[config.mk]
export PLATFORM = sky130hd
export DESIGN_NAME = utf8_text_validator_unit
export DESIGN_NICKNAME = d
export VERILOG_FILES = /design/src/hw/rtl/utv_pkg.sv /design/src/hw/rtl/utf8_text_validator_unit.sv /design/src/hw/rtl/utv_step.sv /design/src/hw/rtl/utv_verdict.sv
export VERILOG_INCLUDE_DIRS = /design/src /design/src/hw/rtl
export SDC_FILE = /design/constraint.sdc
export NUM_CORES = 1
export LEC_CHECK = 0
export BUFFER_PORTS_ARGS = -buffer_cell sky130_fd_sc_hd__buf_2
export CORE_MARGIN = 3
export CORE_UTILIZATION = 40
export CTS_CLUSTER_DIAMETER = 100
export DETAILED_ROUTE_END_ITERATION = 8
export GPL_TIMING_DRIVEN = 0
export HOLD_SLACK_MARGIN = 0.12
export PLACE_DENSITY_LB_ADDON = 0.08
export SYNTH_ARGS = -nofsm -noshare
export SYNTH_HDL_FRONTEND = slang
export SYNTH_SLANG_ARGS = --single-unit
[constraint.sdc]
create_clock -name i_clk -period 2.91 [get_ports i_clk]
set_input_delay 0.582 -clock i_clk [delete_from_list [all_inputs] [get_ports i_clk]]
set_output_delay 0.582 -clock i_clk [all_outputs]
set_load 0.1 [all_outputs]
[src/hw/rtl/utf8_text_validator_unit_macros.svh]
// Assertion helpers for the validator RTL.
`ifndef UTF8_TEXT_VALIDATOR_UNIT_MACROS_SVH
`define UTF8_TEXT_VALIDATOR_UNIT_MACROS_SVH

// Same-cycle implication, checked on every rising edge out of reset.
`define UTV_ASSERT_NOW(lbl, ante, cons, msg) \
    lbl: assert property (@(posedge i_clk) disable iff (!i_rst_n) (ante) |-> (cons)) \
        else $error(msg);

// Next-cycle implication.
`define UTV_ASSERT_NEXT(lbl, ante, cons, msg) \
    lbl: assert property (@(posedge i_clk) disable iff (!i_rst_n) (ante) |=> (cons)) \
        else $error(msg);

`endif

[src/hw/rtl/utv_pkg.sv]
package utv_pkg;

    localparam logic [16:0] COUNT_CAP        = 17'd65536;
    localparam logic [15:0] LENGTH_LIMIT_MAX = 16'd65535;
    localparam logic [15:0] MAX_LENGTH_RST   = 16'd64;

    // check_mode codes; code 3 behaves as plain
    localparam logic [1:0] MODE_PLAIN = 2'd0;
    localparam logic [1:0] MODE_IDENT = 2'd1;
    localparam logic [1:0] MODE_AGENT = 2'd2;

    // configuration register indexes
    localparam logic CFG_CHECK_MODE = 1'b0;
    localparam logic CFG_MAX_LENGTH = 1'b1;

    typedef enum logic [2:0] {
        ERR_OK      = 3'd0,
        ERR_EMPTY   = 3'd1,
        ERR_LENGTH  = 3'd2,
        ERR_ENCODE  = 3'd3,
        ERR_CONTROL = 3'd4
    } t_err_kind;

    // special rule for the first continuation byte after a lead byte
    typedef enum logic [2:0] {
        RULE_NONE = 3'd0,
        RULE_E0   = 3'd1,
        RULE_ED   = 3'd2,
        RULE_F0   = 3'd3,
        RULE_F4   = 3'd4
    } t_rule;

    typedef struct packed {
        logic [1:0]  cont_left;
        t_rule       rule;
        logic        enc_bad;
        logic        ctl_bad;
        logic [16:0] total;
    } t_str_state;

    typedef struct packed {
        logic [7:0] text_byte;
        logic       end_marker;
    } t_in_item;

    typedef struct packed {
        logic        is_valid;
        t_err_kind   error_kind;
        logic [16:0] length_seen;
    } t_out_item;

endpackage

[src/hw/rtl/utf8_text_validator_unit.sv]
// Strict UTF-8 string checker. Bytes of a string arrive one per input
// transaction with end_marker low; a transaction with end_marker high closes
// the string and produces exactly one result transaction (verdict, error kind,
// saturating byte count). Byte transactions produce no result. Throughput is
// one transaction per clock while o_in_stall is low: each transaction passes
// through the input register, where the per-byte decode or the verdict logic
// runs, and a verdict then sits in the output register until taken. Result
// valid rises in the cycle after the end transaction leaves the input register.
// Input stall rises only when an end transaction waits in the input register
// behind an untaken result. check_mode and max_length are written through the
// plain write port and must only change while no string transaction is in
// flight; they persist across strings.
`include "utf8_text_validator_unit_macros.svh"

module utf8_text_validator_unit import utv_pkg::*; (
    input  logic        i_clk,
    input  logic        i_rst_n,

    // configuration write port
    input  logic        i_cfg_we,
    input  logic        i_cfg_index,
    input  logic [15:0] i_cfg_data,

    // byte stream in
    input  logic        i_in_valid,
    output logic        o_in_stall,
    input  t_in_item    i_in_item,

    // verdicts out
    output logic        o_out_valid,
    input  logic        i_out_stall,
    output t_out_item   o_out_item
);

    // configuration
    logic [1:0]  r_mode;
    logic [15:0] r_max_len;

    // input register
    logic        r_in_valid;
    t_in_item    r_in;

    // string state and output register
    t_str_state  r_str;
    t_str_state  n_str;
    t_str_state  step_st;
    logic        r_out_valid;
    t_out_item   r_out;
    t_out_item   verdict;

    logic        out_free;
    logic        s_adv;     // registered transaction is consumed this cycle

    // output slot can take a new verdict if empty or draining now
    assign out_free   = !r_out_valid || !i_out_stall;
    // byte transactions never need the output slot
    assign s_adv      = r_in_valid && (!r_in.end_marker || out_free);
    assign o_in_stall = r_in_valid && !s_adv;

    utv_step u_step (
        .i_st   (r_str),
        .i_byte (r_in.text_byte),
        .i_mode (r_mode),
        .o_st   (step_st)
    );

    utv_verdict u_verdict (
        .i_st      (r_str),
        .i_mode    (r_mode),
        .i_max_len (r_max_len),
        .o_item    (verdict)
    );

    // the end transaction clears the string state for the next string
    assign n_str = r_in.end_marker ? '0 : step_st;

    always_ff @(posedge i_clk) begin
        if (!i_rst_n) begin
            r_mode    <= MODE_PLAIN;
            r_max_len <= MAX_LENGTH_RST;
        end else if (i_cfg_we) begin
            unique case (i_cfg_index)
                CFG_CHECK_MODE: r_mode    <= i_cfg_data[1:0];
                CFG_MAX_LENGTH: r_max_len <= i_cfg_data;
                default:        r_mode    <= r_mode;
            endcase
        end
    end

    always_ff @(posedge i_clk) begin
        if (!i_rst_n) begin
            r_in_valid  <= 1'b0;
            r_str       <= '0;
            r_out_valid <= 1'b0;
        end else begin
            if (!o_in_stall) begin
                r_in_valid <= i_in_valid;
            end
            if (s_adv) begin
                r_str <= n_str;
            end
            if (s_adv && r_in.end_marker) begin
                r_out_valid <= 1'b1;
            end else if (!i_out_stall) begin
                r_out_valid <= 1'b0;
            end
        end
    end

    // payload registers
    always_ff @(posedge i_clk) begin
        if (!o_in_stall) begin
            r_in <= i_in_item;
        end
        if (s_adv && r_in.end_marker) begin
            r_out <= verdict;
        end
    end

    assign o_out_valid = r_out_valid;
    assign o_out_item  = r_out;

    `UTV_ASSERT_NOW(a_verdict_consistent, o_out_valid,
        o_out_item.is_valid == (o_out_item.error_kind == ERR_OK),
        "verdict flag disagrees with error kind")

    `UTV_ASSERT_NEXT(a_end_clears_string, s_adv && r_in.end_marker,
        r_str.total == 17'd0 && r_str.cont_left == 2'd0 && !r_str.enc_bad,
        "string state not cleared after end transaction")

    `UTV_ASSERT_NEXT(a_end_gives_result, s_adv && r_in.end_marker,
        o_out_valid,
        "end transaction consumed without a result")

endmodule

[src/hw/rtl/utv_step.sv]
// Per-byte update: UTF-8 decoder, control byte rules, saturating count.
module utv_step import utv_pkg::*; (
    input  t_str_state i_st,
    input  logic [7:0] i_byte,
    input  logic [1:0] i_mode,
    output t_str_state o_st
);

    logic cont_ok;

    always_comb begin
        if (i_byte[7:6] != 2'b10) begin
            cont_ok = 1'b0;
        end else begin
            unique case (i_st.rule)
                RULE_E0: cont_ok = (i_byte >= 8'ha0);
                RULE_ED: cont_ok = (i_byte <  8'ha0);
                RULE_F0: cont_ok = (i_byte >= 8'h90);
                RULE_F4: cont_ok = (i_byte <  8'h90);
                default: cont_ok = 1'b1;
            endcase
        end
    end

    always_comb begin
        o_st = i_st;
        if (i_st.total < COUNT_CAP) begin
            o_st.total = i_st.total + 17'd1;
        end

        if (i_st.cont_left != 2'd0) begin
            o_st.rule = RULE_NONE;
            if (cont_ok) begin
                o_st.cont_left = i_st.cont_left - 2'd1;
            end else begin
                // broken sequence: flag it and drop the rest
                o_st.enc_bad   = 1'b1;
                o_st.cont_left = 2'd0;
            end
        end else begin
            priority if (i_byte == 8'h00) begin
                o_st.enc_bad = 1'b1;
            end else if (i_byte < 8'h80) begin
                o_st.cont_left = 2'd0;
            end else if (i_byte >= 8'hc2 && i_byte <= 8'hdf) begin
                o_st.cont_left = 2'd1;
            end else if (i_byte >= 8'he0 && i_byte <= 8'hef) begin
                o_st.cont_left = 2'd2;
                o_st.rule = (i_byte == 8'he0) ? RULE_E0 :
                            (i_byte == 8'hed) ? RULE_ED : RULE_NONE;
            end else if (i_byte >= 8'hf0 && i_byte <= 8'hf4) begin
                o_st.cont_left = 2'd3;
                o_st.rule = (i_byte == 8'hf0) ? RULE_F0 :
                            (i_byte == 8'hf4) ? RULE_F4 : RULE_NONE;
            end else begin
                o_st.enc_bad = 1'b1;
            end
        end

        unique case (i_mode)
            MODE_IDENT: begin
                if (i_byte < 8'h20 || i_byte == 8'h7f) begin
                    o_st.ctl_bad = 1'b1;
                end
            end
            MODE_AGENT: begin
                if (i_byte < 8'h20 && i_byte != 8'h0a) begin
                    o_st.ctl_bad = 1'b1;
                end
            end
            default: begin
                o_st.ctl_bad = i_st.ctl_bad;
            end
        endcase
    end

endmodule

[src/hw/rtl/utv_verdict.sv]
// End-of-string verdict, priority empty, length (both only in ident and agent modes), encoding, control.
module utv_verdict import utv_pkg::*; (
    input  t_str_state  i_st,
    input  logic [1:0]  i_mode,
    input  logic [15:0] i_max_len,
    output t_out_item   o_item
);

    logic        strict;
    logic        enc_bad;
    logic [15:0] limit;

    always_comb begin
        strict  = (i_mode == MODE_IDENT) || (i_mode == MODE_AGENT);
        // an unfinished sequence at the end is an encoding error
        enc_bad = i_st.enc_bad || (i_st.cont_left != 2'd0);
        limit   = (i_max_len < LENGTH_LIMIT_MAX) ? i_max_len : LENGTH_LIMIT_MAX;

        priority if (strict && i_st.total == 17'd0) begin
            o_item.error_kind = ERR_EMPTY;
        end else if (strict && i_st.total > {1'b0, limit}) begin
            o_item.error_kind = ERR_LENGTH;
        end else if (enc_bad) begin
            o_item.error_kind = ERR_ENCODE;
        end else if (i_st.ctl_bad) begin
            o_item.error_kind = ERR_CONTROL;
        end else begin
            o_item.error_kind = ERR_OK;
        end

        o_item.is_valid    = (o_item.error_kind == ERR_OK);
        o_item.length_seen = i_st.total;
    end

endmodule
Word level (Yosys, flattened, before mapping)
Index checks and enable logic that the tools add are counted.
Storage, ports and cells
  register bits: 74
  output and inout bits: 23
Operators by class
  add/sub/neg operators: 2
  order comparisons: 15
  equal/unequal tests: 24
  multiplexer cells: 31
  bitwise operators: 1
  reduce and logical (&&, ||, !) cells: 33
Operators by type and width (number)
  >= comparator 8 bit (second input constant): 5
  == test 8 bit (second input constant): 4
  <= comparator 8 bit (second input constant): 3
  less-than comparator 8 bit (second input constant): 3
  2-to-1 mux 24 bit: 1
  2-to-1 mux 3 bit: 7
  adder 17 x 1 -> 17 bit (second input constant): 1
  greater-than comparator 17 x 16 -> 1 bit: 1
  logical NOT 17 bit: 1
  less-than comparator 17 bit (second input constant): 1
  2-to-1 mux 17 bit: 1
  less-than comparator 16 bit (second input constant): 1
  2-to-1 mux 16 bit: 1
  != test 4 x 2 -> 1 bit (second input constant): 4
  2-to-1 mux 5 bit: 3
  != test 3 x 2 -> 1 bit (second input constant): 5
  logical AND 1 bit: 9
  2-to-1 mux 1 bit: 9
  == test 8 x 7 -> 1 bit (second input constant): 1
  logical NOT 8 bit: 1
  less-than comparator 8 x 6 -> 1 bit (second input constant): 1
  2-to-1 mux 2 bit: 4
  2-to-1 mux 4 bit: 2
  != test 8 x 4 -> 1 bit (second input constant): 1
  other kinds (25): 36

Longest topological paths before layout
  depth after elaboration: 10
  mapped depth: 7

Hierarchy
Synthesis repeated with hierarchy kept, for this count alone.
Unflattened totals
  cell total of the unflattened synthesis: 377
  area total of the unflattened synthesis: 3792.4 µm²
By module, submodules not included
  utf8_text_validator_unit: instances 1, cells an instance 173, area each 2391.0 µm², seq. area each 1781.7 µm²
  utv_step: instances 1, cells an instance 112, area each 734.5 µm², seq. area each 0.0 µm²
  utv_verdict: instances 1, cells an instance 92, area each 666.9 µm², seq. area each 0.0 µm²

Worst setup path before layout
Ideal clock, no wire load.
  path kind: register to output
  start: register r_out_valid (netlist: o_out_valid)
  end: output port o_in_stall
  data arrival time: 2.265 ns
  data required time: 2.328 ns
  slack: 0.063 ns
  cell stages (with the launch flop): 3
  path buffers: 0
  cells stage by stage: dfxtp_1 nand4_1 inv_1
On the way
  word-level cells in the longest chain between the ends: 6
Ends and longest elaborated chain
  start, declared: RTL line utf8_text_validator_unit.sv:47  | logic r_out_valid;
  start signal, assigned: RTL line utf8_text_validator_unit.sv:94  | r_out_valid <= 1'b0;
  start signal, assigned: RTL line utf8_text_validator_unit.sv:103  | r_out_valid <= 1'b1;
  start signal, assigned: RTL line utf8_text_validator_unit.sv:105  | r_out_valid <= 1'b0;
  logical NOT 1 bit: RTL line utf8_text_validator_unit.sv:55  | assign out_free = !r_out_valid || !i_out_stall;
  logical OR 1 bit: RTL line utf8_text_validator_unit.sv:55
  logical OR 1 bit: RTL line utf8_text_validator_unit.sv:57  | assign s_adv = r_in_valid && (!r_in.end_marker || out_free);
  logical AND 1 bit: RTL line utf8_text_validator_unit.sv:57
  logical NOT 1 bit: RTL line utf8_text_validator_unit.sv:58  | assign o_in_stall = r_in_valid && !s_adv;
  logical AND 1 bit: RTL line utf8_text_validator_unit.sv:58
  end, declared: RTL line utf8_text_validator_unit.sv:26  | output logic o_in_stall,
No other way between the ends.

Final worst setup path
  start: register r_in_valid
  end: output port o_in_stall
On the way
  word-level cells in the longest chain between the ends: 3
Ends and longest elaborated chain
  start, declared: RTL line utf8_text_validator_unit.sv:40  | logic r_in_valid;
  start signal, assigned: RTL line utf8_text_validator_unit.sv:97  | r_in_valid <= i_in_valid;
  logical AND 1 bit: RTL line utf8_text_validator_unit.sv:57
  logical NOT 1 bit: RTL line utf8_text_validator_unit.sv:58
  logical AND 1 bit (*): RTL line utf8_text_validator_unit.sv:58
Every way passes the cells marked *; elsewhere a longest branch is shown, timed or not.

==> results by group <==
Die
  – Initial Util: 0.4170
  – Die Y: 99.25 um
  – Die extent in x: 99.25 um
  – Row Count: 33
  – Die Area: 0.009851 mm2
  – I/O pin total: 54
  – Core area: 0.008341 mm2

Yosys
  – Count of state elements after synthesis: 74
  – Synthesis Warnings: 0
  – Mapped cell area: 0.003478 mm2
  – Cells after Synth: 367
  – Post-synthesis cell type count: 48
  – Predominant post-synthesis flop cell: dfxtp_1
  – Number of flops mapped to enable cells by yosys: 30
  – Fraction of registers with async set/reset: 0
  – Synth Area per Inst: 9.478 um2
  – Syn Nets: 419
  – Sequential element share of the synthesized area: 0.5122

STA
  – Pins Over Slew Limit: 0
  – Setup TNS Final: 0 ns
  – Actual slew at the worst max-slew pin: about 0.74 ns
  – Final period utilization: 0.9065
  – Fmax: 0.3791 GHz
  – Final Hold Viols: 0
  – Fin worst setup slack: ~0.27 ns
  – Setup violations, final: 0
  – Layout Skew: roughly 0.0093 ns
  – RSZ-0062 raised after global routing: false
  – Final worst path period need: around 2.6 ns
  – Slew headroom: 0.5029

Finish
  – Nets@finish: 484
  – Most common cell after layout, fill and taps aside: buf_2
  – Ant diodes: 0
  – Commonest cells after routing, fill and taps aside: buf_2, nand2_1, dfxtp_1
  – Share of layout cells above drive strength 1: 0.1716
  – FILL cells: approximately 850
  – P&R area growth vs syn: 17.01%

Worst setup path
  – Required time of the worst setup path: 2.33 ns
  – Critical path endpoint category: output port
  – WS Path Type: reg2out
  – Startpoint types: register
  – Critical path peak fanout: 10
  – R2R setup slack: around 0.7 ns
  – WP data arrival: 2.06 ns

Power and ir drop
  – VDD IR-drop max: 212.4 uV
  – Cell Pwr Density: roughly 520 mW/mm2
  – LEAKAGE: between 1.5 and 2 nW

Global routing
  – Tot GR Track Use: 0.1601
  – First-pass GRT wire length: 12650 um
  – Largest net degree at the start of global routing: 18
  – Initial antenna violation count: 0
  – Grt total ovfl: 0
  – Vias in the first global route: 2625

Clock tree
  – Root buf cell: clkbuf_8
  – CTS sink cnt: 74
  – Clock transition at the registers of the reported paths: 0.07 ns
  – Post-CTS setup buffer count: 0
  – H-tree depth: 3
  – TritonCTS clock tree: yes
  – Longest Clk Path Bufs: 2
  – Post-CTS sizing: 0
  – Total CTS buffers: 9
  – Worst-Skew Late Latency: 0.34 ns
  – Hold Buf Count CTS: 0

Route
  – Met2 wire length: 3288 um
  – Vias per Instance: 5.070
  – WL per Instance: 13.62 um
  – Total Wirelength: 7381 um
  – 1st-iter DRT viols: slightly above 90
  – Drc violations: 0
  – Antenna-violating nets left: 0
  – Via count: 2748
  – Met3 wire length: 383 um
  – Top layer in use: met4
  – Met1 WL: 3586 um
  – Pre-Repair DR Iteration Count: 4

Placement
  – Pre-CTS WS: 0.4769 ns
  – Port-buffer cells: 53
  – Detail Placement HPWL: between 5000 and 6000 um
  – Gp weighted congestion: between 0.8 and 0.9

Min path
  – Hold Crit Class: in2reg

Run status
  – Status: finished, final reports clean

Flow run
  – Max-cap viol count: 0
synth_stat cells, types with 3 or more instances:
library cell / instances / area (um2)
nand4_1: 9 / 56.30
clkbuf_1: 10 / 37.54
a21oi_1: 31 / 155.2
edfxtp_1: 30 / 900.9
inv_1: 30 / 112.6
a31oi_1: 6 / 37.54
mux2i_1: 3 / 30.03
xnor2_1: 11 / 96.34
or4_1: 3 / 22.52
a21o_1: 3 / 22.52
nor4b_1: 3 / 26.28
nor4_1: 6 / 37.54
nor3_1: 14 / 70.07
ha_1: 21 / 262.8
nand2_1: 49 / 183.9
nor2_1: 32 / 120.1
o21ai_0: 11 / 55.05
buf_2: 3 / 15.01
nand4b_1: 3 / 26.28
dfxtp_1: 44 / 880.8
or3_1: 3 / 18.77
and2_1: 3 / 18.77
nand3_1: 7 / 35.03
power by group:
part	leakage (nW)	internal [mW]	switching (mW)
Clock	0.0894	0.390	0.351
Sequential	0.636	1.11	0.0177
Combinational	0.810	0.0734	0.173
area by class of cell:
cell class,instances,area (um2),share of cell area
Sequential cell,74,1782,0.4378
Multi-Input combinational cell,248,1519,0.3732
Timing Repair Buffer,54,280.3,0.06886
Clock buffer,12,135.1,0.03320
Tap cell,105,131.4,0.03228
Inverter,31,116.4,0.02859
Buffer,14,63.81,0.01568
Clock inverter,4,42.54,0.01045
layer usage:
layer | up-vias | GRT usage
li1 | 1424 | -
met1 | 1241 | 0.2230
met2 | 72 | 0.2392
met3 | 11 | 0.03506
met4 | 0 | 0.07038
met5 | - | 0
final timing paths:
path                                                  from                          to  cells after the start
worst max-delay path               r_in_valid$_SDFFE_PN0N_                  o_in_stall                      4
worst min-delay path                          i_in_item[6]           r_in[6]$_DFFE_PN_                      1
worst max register to register           r_in[0]$_DFFE_PN_      r_str[13]$_SDFFE_PN0P_                      6
worst min register to register  r_max_len[14]$_SDFFE_PN0P_  r_max_len[14]$_SDFFE_PN0P_                      2
flip-flops by register name, indices dropped and copies added (netlist names):
signal and count:
r_in 9, o_out_valid 1, r_str 24, r_mode 2, r_in_valid 1, o_out_item 21, r_max_len 16
metrics by stage:
| stage | total power, mW | area [um2] | util | hold WS [ns] | instances |
|---|---|---|---|---|---|
| detailed placement | 1.400 | 3892 | 0.4667 | 0.4470 | 526 |
| global placement | 1.394 | 3875 | 0.4646 | 0.4457 | 525 |
| floorplan | 1.330 | 3478 | - | 0.4351 | 367 |
| finish | 2.115 | 4070 | 0.4880 | 0.4132 | 542 |
| CTS | 2.144 | 4070 | 0.4880 | 0.3901 | 542 |
| global route | 2.216 | 4070 | 0.4880 | 0.3918 | 542 |
cell families after synthesis:
| family | synth area share |
|---|---|
| fa+ha+maj | 0.07554 |
| mux | 0.008633 |
| xor+xnor | 0.02770 |
| compound gates | 0.1216 |
| flops | 0.5122 |
| buf+inv | 0.05180 |
| simple gates | 0.2025 |
worst max-delay path, cell delays in order (launching register included):
cell and delay [ns]:
dfxtp_1 0.30, clkbuf_1 0.25, nand4_1 0.51, inv_1 0.20
buf_2 0.45
No activity file was read; power rests on OpenSTA's default activity.
